===== src/sv/prd_pkg.sv =====
package prd_pkg;

    localparam int WINDOW_HALF = 32;
    localparam int WIN_FULL    = 2 * WINDOW_HALF;
    localparam int IDX_W       = $clog2(WIN_FULL);

    localparam int SAMPLE_W = 16;
    localparam int SPACE_W  = 12;
    localparam int COUNT_W  = 15;
    localparam int SUM_W    = 32;
    localparam int CFG_IDX_W = 2;

    // shared multiplier operand and product widths
    localparam int MUL_A_W = 33;
    localparam int MUL_B_W = 18;
    localparam int PROD_W  = MUL_A_W + MUL_B_W;

    typedef logic signed [SAMPLE_W-1:0] t_sample;
    typedef logic [SPACE_W-1:0]         t_space;
    typedef logic [COUNT_W-1:0]         t_count;
    typedef logic [IDX_W-1:0]           t_idx;
    typedef logic [CFG_IDX_W-1:0]       t_cfg_idx;

    localparam t_cfg_idx CFG_MIN_SPACING  = 2'd0;
    localparam t_cfg_idx CFG_SPACING_SPAN = 2'd1;

    localparam t_space MIN_SPACING_RST  = 12'd400;
    localparam t_space SPACING_SPAN_RST = 12'd100;

    localparam logic signed [MUL_B_W-1:0] LEVEL_COEF  = 18'sh07fe2;
    localparam logic signed [MUL_B_W-1:0] ENERGY_GAIN = 18'sd30;
    localparam logic signed [MUL_B_W-1:0] SPACING_MUL = 18'sh00d55;
    localparam logic signed [PROD_W-1:0]  ROUND_HALF  = 51'sh8000;

    localparam t_count COUNT_MAX  = 15'h7fff;
    localparam t_count RUN_THRESH = COUNT_W'(4 * WINDOW_HALF);

    typedef enum logic [3:0] {
        S_IDLE,
        S_RD_OLD,
        S_RD_BACK,
        S_MXX,
        S_MOO,
        S_MCORR,
        S_MSM,
        S_MEN,
        S_DEC,
        S_FIN
    } t_state;

endpackage


===== src/sv/prd_in_if.sv =====
interface prd_in_if;
    import prd_pkg::*;

    logic    valid;
    logic    ready;
    t_sample sample;
    logic    rearm;

    modport source (output valid, output sample, output rearm, input ready);
    modport sink   (input valid, input sample, input rearm, output ready);
endinterface


===== src/sv/prd_out_if.sv =====
interface prd_out_if;
    import prd_pkg::*;

    logic   valid;
    logic   ready;
    logic   detected;
    logic   reversal_now;
    t_space spacing;
    t_count reversal_count;

    modport source (output valid, output detected, output reversal_now, output spacing,
                    output reversal_count, input ready);
    modport sink   (input valid, input detected, input reversal_now, input spacing,
                    input reversal_count, output ready);
endinterface


===== src/sv/prd_cfg_if.sv =====
interface prd_cfg_if;
    import prd_pkg::*;

    logic     valid;
    logic     ready;
    t_cfg_idx index;
    t_space   data;

    modport source (output valid, output index, output data, input ready);
    modport sink   (input valid, input index, input data, output ready);
endinterface


===== src/sv/prd_mul.sv =====
module prd_mul (
    input  logic                                 i_clk,
    input  logic                                 i_en,
    input  logic signed [prd_pkg::MUL_A_W-1:0]   i_a,
    input  logic signed [prd_pkg::MUL_B_W-1:0]   i_b,
    output logic signed [prd_pkg::PROD_W-1:0]    o_prod
);
    import prd_pkg::*;

    logic signed [PROD_W-1:0] r_prod;

    // product held while idle so the last one can be read later
    always_ff @(posedge i_clk) begin
        if (i_en) begin
            r_prod <= i_a * i_b;
        end
    end

    assign o_prod = r_prod;
endmodule


===== src/sv/phase_reversal_detector.sv =====
// Phase reversal detector for an answer tone with reversals.
// Channels: i_in takes one beat per line sample (sample, rearm); o_out returns
// exactly one beat per input beat (detected, reversal_now, spacing,
// reversal_count); i_cfg writes min_spacing (index 0) and spacing_span
// (index 1), always ready, other indexes ignored.
// Timing: a sample beat is taken only while the sequencer is idle; it goes
// through two reads of the window RAM and six uses of the single shared
// multiplier before the result register, and a rearm beat goes straight to
// it. A new beat is taken in the cycle after the result is registered, so no
// sample is taken before the last one is through.
// Reset: synchronous, active low; clears window (per-entry valid bits), sums,
// level, run and count, and loads min_spacing 400, spacing_span 100.
// Rearm clears the same state but keeps the configuration.
// Stall: the result register holds its beat until taken; the sequencer waits
// in its last step, so the next sample waits behind it, and nothing is lost.
// Configuration should be written only while no sample is in flight.
module phase_reversal_detector (
    input  logic         i_clk,
    input  logic         i_rst_n,
    prd_in_if.sink       i_in,
    prd_out_if.source    o_out,
    prd_cfg_if.sink      i_cfg
);
    import prd_pkg::*;

    t_state r_state, n_state;

    // configuration
    t_space r_min;
    t_space r_span;

    // item in flight
    t_sample r_x;
    t_sample r_old;
    t_sample r_w;
    t_idx    r_idx;
    t_idx    r_back;
    logic    r_rev;

    // detector state
    t_idx                   r_wr_idx;
    logic [SUM_W-1:0]       r_corr;
    logic [SUM_W-1:0]       r_energy;
    logic [SUM_W-1:0]       r_smooth;
    t_count                 r_run;
    t_count                 r_total;
    logic                   r_det;
    logic signed [PROD_W-1:0] r_lvl_a;

    // window memory and per-entry valid bits
    t_sample                r_mem [WIN_FULL];
    logic [WIN_FULL-1:0]    r_wvalid;
    t_sample                r_rd;
    logic                   r_rd_vld;
    t_idx                   rd_addr;
    logic                   mem_we;

    // result register
    logic    r_o_valid;
    logic    r_o_det;
    logic    r_o_rev;
    t_space  r_o_space;
    t_count  r_o_count;

    // shared multiplier
    logic                       mul_en;
    logic signed [MUL_A_W-1:0]  mul_a;
    logic signed [MUL_B_W-1:0]  mul_b;
    logic signed [PROD_W-1:0]   prod;

    logic                       in_acc;
    logic                       fin_go;
    t_idx                       nxt_idx;
    t_idx                       nxt_back;
    logic signed [SAMPLE_W:0]   diff;
    logic signed [PROD_W-1:0]   prod_rnd;
    logic [SUM_W-1:0]           rnd16;
    logic signed [PROD_W-1:0]   level;
    logic signed [PROD_W-1:0]   level_sh;
    logic signed [PROD_W-1:0]   corr2;
    logic                       rev_hit;
    t_space                     space_val;
    logic [SPACE_W:0]           upper;
    logic                       in_range;

    prd_mul u_mul (
        .i_clk  (i_clk),
        .i_en   (mul_en),
        .i_a    (mul_a),
        .i_b    (mul_b),
        .o_prod (prod)
    );

    assign in_acc = i_in.valid && i_in.ready;
    assign fin_go = !r_o_valid || o_out.ready;

    // next write slot and the slot half a window behind it
    assign nxt_idx  = (r_wr_idx == t_idx'(WIN_FULL - 1)) ? '0 : r_wr_idx + 1'b1;
    assign nxt_back = (nxt_idx >= t_idx'(WINDOW_HALF)) ? nxt_idx - t_idx'(WINDOW_HALF)
                                                      : nxt_idx + t_idx'(WINDOW_HALF);

    assign diff     = $signed({r_x[SAMPLE_W-1], r_x}) - $signed({r_old[SAMPLE_W-1], r_old});
    assign prod_rnd = prod + ROUND_HALF;
    assign rnd16    = SUM_W'(prod_rnd >>> 16);

    // level = smoothed*coef + energy*gain, full width
    assign level    = r_lvl_a + prod;
    assign level_sh = level >>> 17;
    assign corr2    = $signed({{(PROD_W-SUM_W-1){r_corr[SUM_W-1]}}, r_corr, 1'b0});
    assign rev_hit  = (corr2 < level_sh) && (r_run > RUN_THRESH);

    // spacing = run*0xd55 >> 15, run below 2^15 so it fits 12 bits
    assign space_val = r_rev ? prod[15 +: SPACE_W] : '0;
    assign upper     = {1'b0, r_min} + {1'b0, r_span};
    assign in_range  = ({1'b0, space_val} >= {1'b0, r_min}) && ({1'b0, space_val} <= upper);

    // ---------------- sequencer ----------------
    always_ff @(posedge i_clk) begin
        if (!i_rst_n) begin
            r_state <= S_IDLE;
        end else begin
            r_state <= n_state;
        end
    end

    always_comb begin
        n_state    = r_state;
        i_in.ready = 1'b0;
        mul_en     = 1'b1;
        mul_a      = '0;
        mul_b      = '0;
        mem_we     = 1'b0;
        rd_addr    = r_back;
        case (r_state)
            S_IDLE: begin
                i_in.ready = 1'b1;
                mul_en     = 1'b0;
                if (in_acc) begin
                    n_state = i_in.rearm ? S_FIN : S_RD_OLD;
                end
            end
            S_RD_OLD: begin
                mul_en  = 1'b0;
                rd_addr = r_idx;
                n_state = S_RD_BACK;
            end
            S_RD_BACK: begin
                mul_en  = 1'b0;
                n_state = S_MXX;
            end
            S_MXX: begin
                mul_a   = MUL_A_W'(r_x);
                mul_b   = MUL_B_W'(r_x);
                mem_we  = 1'b1;
                n_state = S_MOO;
            end
            S_MOO: begin
                mul_a   = MUL_A_W'(r_old);
                mul_b   = MUL_B_W'(r_old);
                n_state = S_MCORR;
            end
            S_MCORR: begin
                mul_a   = MUL_A_W'(r_w);
                mul_b   = MUL_B_W'(diff);
                n_state = S_MSM;
            end
            S_MSM: begin
                mul_a   = MUL_A_W'($signed(r_smooth));
                mul_b   = LEVEL_COEF;
                n_state = S_MEN;
            end
            S_MEN: begin
                mul_a   = MUL_A_W'($signed(r_energy));
                mul_b   = ENERGY_GAIN;
                n_state = S_DEC;
            end
            S_DEC: begin
                // run before this decision, used only if a reversal is flagged
                mul_a   = $signed({{(MUL_A_W-COUNT_W){1'b0}}, r_run});
                mul_b   = SPACING_MUL;
                n_state = S_FIN;
            end
            S_FIN: begin
                mul_en = 1'b0;
                if (fin_go) begin
                    n_state = S_IDLE;
                end
            end
            default: begin
                mul_en  = 1'b0;
                n_state = S_IDLE;
            end
        endcase
    end

    // ---------------- configuration ----------------
    assign i_cfg.ready = 1'b1;

    always_ff @(posedge i_clk) begin
        if (!i_rst_n) begin
            r_min  <= MIN_SPACING_RST;
            r_span <= SPACING_SPAN_RST;
        end else if (i_cfg.valid) begin
            case (i_cfg.index)
                CFG_MIN_SPACING:  r_min  <= i_cfg.data;
                CFG_SPACING_SPAN: r_span <= i_cfg.data;
                default: ;
            endcase
        end
    end

    // ---------------- window memory ----------------
    always_ff @(posedge i_clk) begin
        if (mem_we) begin
            r_mem[r_idx] <= r_x;
        end
        r_rd <= r_mem[rd_addr];
    end

    always_ff @(posedge i_clk) begin
        if (!i_rst_n || (in_acc && i_in.rearm)) begin
            r_wvalid <= '0;
            r_rd_vld <= 1'b0;
        end else begin
            if (mem_we) begin
                r_wvalid[r_idx] <= 1'b1;
            end
            r_rd_vld <= r_wvalid[rd_addr];
        end
    end

    // ---------------- datapath ----------------
    always_ff @(posedge i_clk) begin
        if (!i_rst_n || (in_acc && i_in.rearm)) begin
            r_wr_idx <= '0;
            r_corr   <= '0;
            r_energy <= '0;
            r_smooth <= '0;
            r_run    <= '0;
            r_total  <= '0;
            r_det    <= 1'b0;
            r_rev    <= 1'b0;
        end else begin
            case (r_state)
                S_IDLE: begin
                    if (in_acc) begin
                        r_x    <= i_in.sample;
                        r_idx  <= nxt_idx;
                        r_back <= nxt_back;
                        r_rev  <= 1'b0;
                    end
                end
                S_RD_BACK: begin
                    r_old <= r_rd_vld ? r_rd : '0;
                end
                S_MXX: begin
                    r_w      <= r_rd_vld ? r_rd : '0;
                    r_wr_idx <= r_idx;
                end
                S_MOO:   r_energy <= r_energy + rnd16;
                S_MCORR: r_energy <= r_energy - rnd16;
                S_MSM:   r_corr   <= r_corr + rnd16;
                S_MEN:   r_lvl_a  <= prod;
                S_DEC: begin
                    r_smooth <= level[15 +: SUM_W];
                    if (rev_hit) begin
                        r_rev <= 1'b1;
                        r_run <= '0;
                        if (r_total != COUNT_MAX) begin
                            r_total <= r_total + 1'b1;
                        end
                    end else if (r_run != COUNT_MAX) begin
                        r_run <= r_run + 1'b1;
                    end
                end
                S_FIN: begin
                    if (fin_go && r_rev && in_range && (r_total > t_count'(1))) begin
                        r_det <= 1'b1;
                    end
                end
                default: ;
            endcase
        end
    end

    // ---------------- result register ----------------
    always_ff @(posedge i_clk) begin
        if (!i_rst_n) begin
            r_o_valid <= 1'b0;
        end else if (r_state == S_FIN && fin_go) begin
            r_o_valid <= 1'b1;
        end else if (o_out.ready) begin
            r_o_valid <= 1'b0;
        end
    end

    always_ff @(posedge i_clk) begin
        if (r_state == S_FIN && fin_go) begin
            r_o_det   <= r_det || (r_rev && in_range && (r_total > t_count'(1)));
            r_o_rev   <= r_rev;
            r_o_space <= space_val;
            r_o_count <= r_total;
        end
    end

    assign o_out.valid          = r_o_valid;
    assign o_out.detected       = r_o_det;
    assign o_out.reversal_now   = r_o_rev;
    assign o_out.spacing        = r_o_space;
    assign o_out.reversal_count = r_o_count;
endmodule


===== src/flat_wrapper.sv =====
// flat-port wrapper written by rule: the top's interface ports become plain ports
module phase_reversal_detector_flat import prd_pkg::*;
  (i_clk, i_rst_n, i_in_valid, i_in_sample, i_in_rearm, i_in_ready, o_out_valid, o_out_detected, o_out_reversal_now, o_out_spacing, o_out_reversal_count, o_out_ready, i_cfg_valid, i_cfg_index, i_cfg_data, i_cfg_ready);
  prd_in_if i_in_i ();
  prd_out_if o_out_i ();
  prd_cfg_if i_cfg_i ();
  input  logic i_clk;
  input  logic i_rst_n;
  input wire logic [$bits(i_in_i.valid)-1:0] i_in_valid;
  input wire logic [$bits(i_in_i.sample)-1:0] i_in_sample;
  input wire logic [$bits(i_in_i.rearm)-1:0] i_in_rearm;
  output wire logic [$bits(i_in_i.ready)-1:0] i_in_ready;
  output wire logic [$bits(o_out_i.valid)-1:0] o_out_valid;
  output wire logic [$bits(o_out_i.detected)-1:0] o_out_detected;
  output wire logic [$bits(o_out_i.reversal_now)-1:0] o_out_reversal_now;
  output wire logic [$bits(o_out_i.spacing)-1:0] o_out_spacing;
  output wire logic [$bits(o_out_i.reversal_count)-1:0] o_out_reversal_count;
  input wire logic [$bits(o_out_i.ready)-1:0] o_out_ready;
  input wire logic [$bits(i_cfg_i.valid)-1:0] i_cfg_valid;
  input wire logic [$bits(i_cfg_i.index)-1:0] i_cfg_index;
  input wire logic [$bits(i_cfg_i.data)-1:0] i_cfg_data;
  output wire logic [$bits(i_cfg_i.ready)-1:0] i_cfg_ready;
  assign i_in_i.valid = i_in_valid;
  assign i_in_i.sample = i_in_sample;
  assign i_in_i.rearm = i_in_rearm;
  assign i_in_ready = i_in_i.ready;
  assign o_out_valid = o_out_i.valid;
  assign o_out_detected = o_out_i.detected;
  assign o_out_reversal_now = o_out_i.reversal_now;
  assign o_out_spacing = o_out_i.spacing;
  assign o_out_reversal_count = o_out_i.reversal_count;
  assign o_out_i.ready = o_out_ready;
  assign i_cfg_i.valid = i_cfg_valid;
  assign i_cfg_i.index = i_cfg_index;
  assign i_cfg_i.data = i_cfg_data;
  assign i_cfg_ready = i_cfg_i.ready;
  phase_reversal_detector u_core (.i_clk(i_clk), .i_rst_n(i_rst_n), .i_in(i_in_i), .o_out(o_out_i), .i_cfg(i_cfg_i));
endmodule

===== config.mk =====
export PLATFORM = sky130hd
export DESIGN_NAME = phase_reversal_detector_flat
export DESIGN_NICKNAME = d
export VERILOG_FILES = /design/src/sv/prd_pkg.sv /design/src/sv/prd_in_if.sv /design/src/sv/prd_out_if.sv /design/src/sv/prd_cfg_if.sv /design/src/sv/prd_mul.sv /design/src/sv/phase_reversal_detector.sv /design/src/flat_wrapper.sv
export SDC_FILE = /design/constraint.sdc
export NUM_CORES = 2
export LEC_CHECK = 0
export BUFFER_PORTS_ARGS = -buffer_cell sky130_fd_sc_hd__buf_4
export CAP_MARGIN = 30
export CORE_MARGIN = 10
export CORE_UTILIZATION = 47
export DETAILED_ROUTE_END_ITERATION = 8
export PLACE_DENSITY = 0.73
export SYNTH_ARGS = -nofsm -noshare
export SYNTH_HDL_FRONTEND = slang
export SYNTH_SLANG_ARGS = --single-unit

===== constraint.sdc =====
create_clock -name i_clk -period 8.8 [get_ports i_clk]
set_input_delay 0.88 -clock i_clk [delete_from_list [all_inputs] [get_ports i_clk]]
set_output_delay 0.88 -clock i_clk [all_outputs]
set_load 0.01 [all_outputs]

After elaboration in Yosys (flattened, before gate mapping)
Memories as Yosys holds them, arrays and structs flattened. A register that Yosys moved wholly into a read port is not among the register bits. Cells that the tools add are included.

Input port bits: 36. Bits in read-only memories: 0. Flip-flop bits (word level): 419. Word-level logic and storage cells: 128. Bits in latches: 0. RAM bits: 1024. Memories kept: 1.

Reduce and logical (&&, ||, !) cells: 34. Divide/modulo/power cells: 0. $add $sub $neg: 12. Equal/unequal tests: 16. Magnitude comparators: 9. Multiply operators: 1. Bitwise gates (word level): 2. Muxes and demuxes: 28. Shift-type cells: 0.

Memory list: u_core.r_mem (words 64, width 16, rd ports 1, clocked after memory_dff 1, write ports 1, line phase_reversal_detector.sv:51) `t_sample r_mem [WIN_FULL];`.

Operators by type and width (number): $pmux W33 S6 (1); $pmux W18 S6 (1); $add A32 B32 Y32 (2); $or A64 B64 Y64 (1); $pmux W32 S2 (1); $add A51 B51 Y51 (1); $mul A33 B18 Y51 (1); $add A48 B17 Y48 const B (1); $pmux W4 S10 (1); $lt A33 B34 Y1 (1); $sub A32 B32 Y32 (1); $add A15 B1 Y15 const B (2); $mux W15 (2); $ne A15 B15 Y1 const B (2); $mux W6 (3); $sub A16 B16 Y17 (1); $eq A4 B3 Y1 const B (4); $mux W16 (1); $reduce_and A2 Y1 (8); $gt A15 B1 Y1 const B (1); $gt A15 B8 Y1 const B (1); $lt A6 B7 Y1 const B (2); $add A12 B12 Y13 (1); $le A12 B13 Y1 (1); other kinds (27) (61).

Depth between registers and ports, before layout
Word-level depth: 7. Gate-level depth with buffers: 39.

By module
From an unflattened synthesis, not the netlist that was laid out.

Cell total of the unflattened synthesis: 7253. Area, all modules: 83866.7 um^2.

By module, submodules not included: phase_reversal_detector (area an instance 61911.9 um^2, seq. area each 39688.1 um^2, cells each 4892, instances 1); prd_mul (area an instance 21954.8 um^2, seq. area each 1531.5 um^2, cells each 2361, instances 1).

Worst setup path after synthesis
OpenSTA, ideal clock, no wires.

Path type: flip-flop to flip-flop. Start point: register u_core.r_x[1]. End point: register u_core.u_mul.r_prod[46] (netlist: u_core.u_mul.o_prod[46]), data pin. Required time: 8536 ps. Arrival: 9328 ps. Setup time: 264 ps. Path buffers: 2. Stages on the path, launching flop included: 36. Setup slack: -792 ps. Path through: edfxtp_1 -> ha_1 -> nor2b_1 -> o21ai_0 -> a21boi_0 -> o21a_1 -> o21ai_0 -> a21o_1 -> a21oi_1 -> o311ai_0 -> clkbuf_1 -> clkbuf_1 -> nand2_1 -> fa_1 -> inv_1 -> fa_1 -> inv_1 -> fa_1 -> inv_1 -> fa_1 -> fa_1 -> inv_1 -> fa_1 -> inv_1 -> ha_1 -> a21o_1 -> a31o_2 -> a221o_1 -> a31oi_2 -> o31ai_1 -> a31oi_2 -> o31ai_1 -> a31oi_2 -> o21ai_1 -> a221oi_1 -> xnor2_1.

Longest elaborated chain between the ends: 3. Elaborated cells between the ends (all ways): 4. Those cells by class: 1 x add/sub; 1 x mul; 2 x mux.

Ends and longest elaborated chain: start: declaration (line phase_reversal_detector.sv:33) `t_sample r_x;`; start signal: assignment (line phase_reversal_detector.sv:247) `r_x <= i_in.sample;`; $sub A16 B16 Y17 (line phase_reversal_detector.sv:102) `assign diff = $signed({r_x[SAMPLE_W-1], r_x}) - $signed({r_old[SAMPLE_W-1], r_old});`; $pmux W18 S6 (line phase_reversal_detector.sv:134) `case (r_state)`; $mul A33 B18 Y51 (*) (line prd_mul.sv:15) `r_prod <= i_a * i_b;`; end signal: assignment (line prd_mul.sv:15); end: declaration (line prd_mul.sv:10) `logic signed [PROD_W-1:0] r_prod;`.

Every way passes the cells marked *; elsewhere a longest branch is shown, timed or not. A chain may end at the register's enable or synchronous reset.

Final worst setup path
Start point: register u_core.r_x[0]. End point: register u_core.u_mul.r_prod[46] (netlist: u_core.u_mul.o_prod[46]), data pin.

Same word-level chain as after synthesis.

==> impl_metrics.ini <==
[cells_and_area]
nets = 8418
final_common_cell = edfxtp_1
fill_cells = 14800
final_util_pct = 53.4
area_growth_pct = 13.0
layout.cells.most_common_list = edfxtp_1 (1,210), nand2_1 (784), inv_1 (756)
layout-drive-gt1-share_pct = 11.9

[worst_hold_path]
hp-class = in -> reg

[power_and_ir_drop]
peakVddDrop_mv = 0.196
p_comb_share_pct = 11.0
p_leak_nw = 36.5
internal_power_mw = 11.7
swShare_pct = 25.4
pwr-share-seq_pct = 48.7
switchingPower_mw = 3.98
power.density_nw_per_um2 = 166
p_clk_share_pct = 40.4
power_mw = 15.7

[synth]
synthesis.nets = 8172
synthArstFlopShare_pct = 0
syn-cell-area_um2 = 83300
syn_inst = 7249
synth_cell_types = 97
ys_seq_area_share_pct = 49.5
synth_warnings = 0
synth_edf_count = 1210
synth.avg_cell_area_um2 = 11.5
ys_seq_elements = 1454
ys.flop_type = edfxtp_1

[routing]
wire_per_inst_um = 25.8
firstDrtPassIters = 6
dr_total_vias = 60300
first_iter_violations = 7039
via_per_inst = 6.05
drt_wl_total_um = 257000
met3WireLength_um = 25300
postRouteAntennaNets = 0
routedLengthMet1_um = 93900
wl_met2_um = 121000
drc_errors = 0
routed.top_layer = met5

[timing]
tightest_slew_ns = 1.10
finalCriticalPeriod_ns = 8.76
fin_worst_skew_ns = 0.0476
setup-violations-final = 0
fin_crit_sh_pct = 99.6
rsz0062_at_grt = yes
relSlewSlack_pct = 24.4
slew_violations = 0
fmax_mhz = 114
hold_viol = 0

[flow_run]
maxCapViolCount = 0

[die]
start_util_pct = 47.3
pin_count = 68
die_y_um = 441
rows = 154
core_area_um2 = 176000
die_w_um = 441
die-area_um2 = 194000

[clock_network]
cts_tree = done
htree_levels = 4
clock_sinks = 1454
cts_root_buffer = clkbuf_16
cts.clk_slew.worst_paths_ns = 0.06
cts-buffers-inserted = 145
insertion_delay_ns = 0.81
cts.path.max_buffers = 3

[worst_setup_path]
cp.required_ns = 9.33
path_max_fanout = 5
cp_common_cell = inv_1
reg2reg_slack_ns = 0.04
slowest_delay_ns = 0.49
timing_worst_setup_path_type = reg -> reg
cp-end-kind = flip-flop
arrival_ns = 9.29
start_kind = flip-flop
worst_path_max_delay_cell = fa_1

[placement]
io_buffers = 66
dpl.hpwl_um = 175000
gp_congestion = 0.997

[grt]
grt_max_degree = 172
antenna_found_initial = 8
overflow = 0
track_usage_pct = 25.8
grt_pass1_vias = 60200
grt_pass1_wl_um = 379000

[run_status]
status = completed
critical path: cells and delay by family, from the launching register on:
family / cells / cell delay, ns
compound gates: 17 / 3.57
fa+ha+maj: 9 / 3.27
buf+inv: 9 / 0.81
flops: 1 / 0.38
xor+xnor: 2 / 0.24
simple gates: 3 / 0.20
sequential cells by signal, summed over array words and instances, names as in the netlist, 15 cells and up:
| name | flops |
|---|---|
| u_core.r_lvl_a | 51 |
| u_core.r_run | 15 |
| u_core.r_w | 16 |
| u_core.o_out.reversal_count | 15 |
| u_core.r_x | 16 |
| u_core.r_total | 15 |
| u_core.r_smooth | 32 |
| u_core.r_energy | 32 |
| u_core.r_corr | 32 |
| u_core.r_old | 16 |
| u_core.r_rd | 16 |
| u_core.r_mem | 1024 |
| u_core.r_wvalid | 64 |
| u_core.u_mul.o_prod | 51 |
final timing paths:
path | cells past startpoint | from | endpoint
max | 40 | u_core.r_x[0] | u_core.u_mul.o_prod[46]
min | 1 | i_in_sample[15] | u_core.r_x[15]
max reg2reg | 40 | u_core.r_x[0] | u_core.u_mul.o_prod[46]
min reg2reg | 2 | u_core.r_det | u_core.r_det
synthesized netlist by cell type (all sizes together), types with 40 or more instances:
cell	number	area, µm²
a211oi	46	345
a21o	101	758
a21oi	361	1810
a221oi	86	753
a22o	46	403
a22oi	216	1620
a31oi	47	313
and2	87	544
buf	64	263
clkbuf	291	1090
dfxtp	244	4880
edfxtp	1210	36300
fa	562	11300
ha	325	4070
inv	759	2850
mux2	68	766
mux2i	87	871
nand2	789	2970
nand2b	40	250
nand3	119	596
nand4	78	509
nor2	597	2250
nor2b	47	294
nor3	63	337
o21ai	242	1210
xnor2	161	1420
xor2	65	569
power groups by stage:
| stage | Combinational (mW) | Clock (mW) | Sequential, mW |
|---|---|---|---|
| 2_1_floorplan | 0.955 | 0 | 7.75 |
| 3_3_place_gp | 1.62 | 0 | 7.76 |
| 3_5_place_dp | 1.65 | 0 | 7.76 |
| 4_1_cts | 1.66 | 6.36 | 7.62 |
| 5_1_grt | 1.83 | 6.62 | 7.62 |
| 6_report | 1.72 | 6.32 | 7.62 |
cell families (layout without fill, tap and decap cells):
family          Yosys count  count (layout)  synth area share, %
mux                     180             180                 2.64
buf+inv                1114            1485                 5.05
other cells               1               3              0.00450
fa+ha+maj               887             887                 18.4
compound gates         1429            1429                 11.5
xor+xnor                226             226                 2.39
simple gates           1958            1958                 10.5
flops                  1454            1454                 49.5
what timing repair did:
item	in CTS	in global routing
endpoints found under the hold margin	0	0
buffers inserted	0	14
gates resized for setup	2	74
setup endpoints to repair	1	17
hold buffers	0	0
pin swaps	1	44
cloned	0	1
metal layers:
layer / GRT usage, % / vias up
met5: 0 / -
met4: 13.9 / 6
met3: 4.75 / 778
met2: 42.3 / 3562
met1: 32.4 / 29900
li1: - / 26000
through the flow:
stage	hold slack [ns]	setup slack (ns)	cell area, µm²	instances	setup TNS (ns)
CTS	0.231	0.00744	93700	9946	0
global route	0.245	-0.270	94100	9961	-2.16
floorplan	0.406	-0.0823	83400	7249	-0.0893
finish	0.266	0.0393	94100	9962	0
global placement	0.423	0.0635	88700	9670	0
detailed placement	0.445	-0.00608	88800	9674	-0.00608
final cells by class:
cell class,instances,area (µm²),share of cell area (%)
antenna,2,5.00,0.00532
clock buffer,198,4000,4.25
tap,2340,2930,3.11
inverter,759,2850,3.03
sequential,1454,41200,43.8
clock inverter,74,891,0.947
timing repair buffer,454,3720,3.96
multi-input combinational,4681,38500,40.9
No activity file was read; power rests on OpenSTA's default activity.
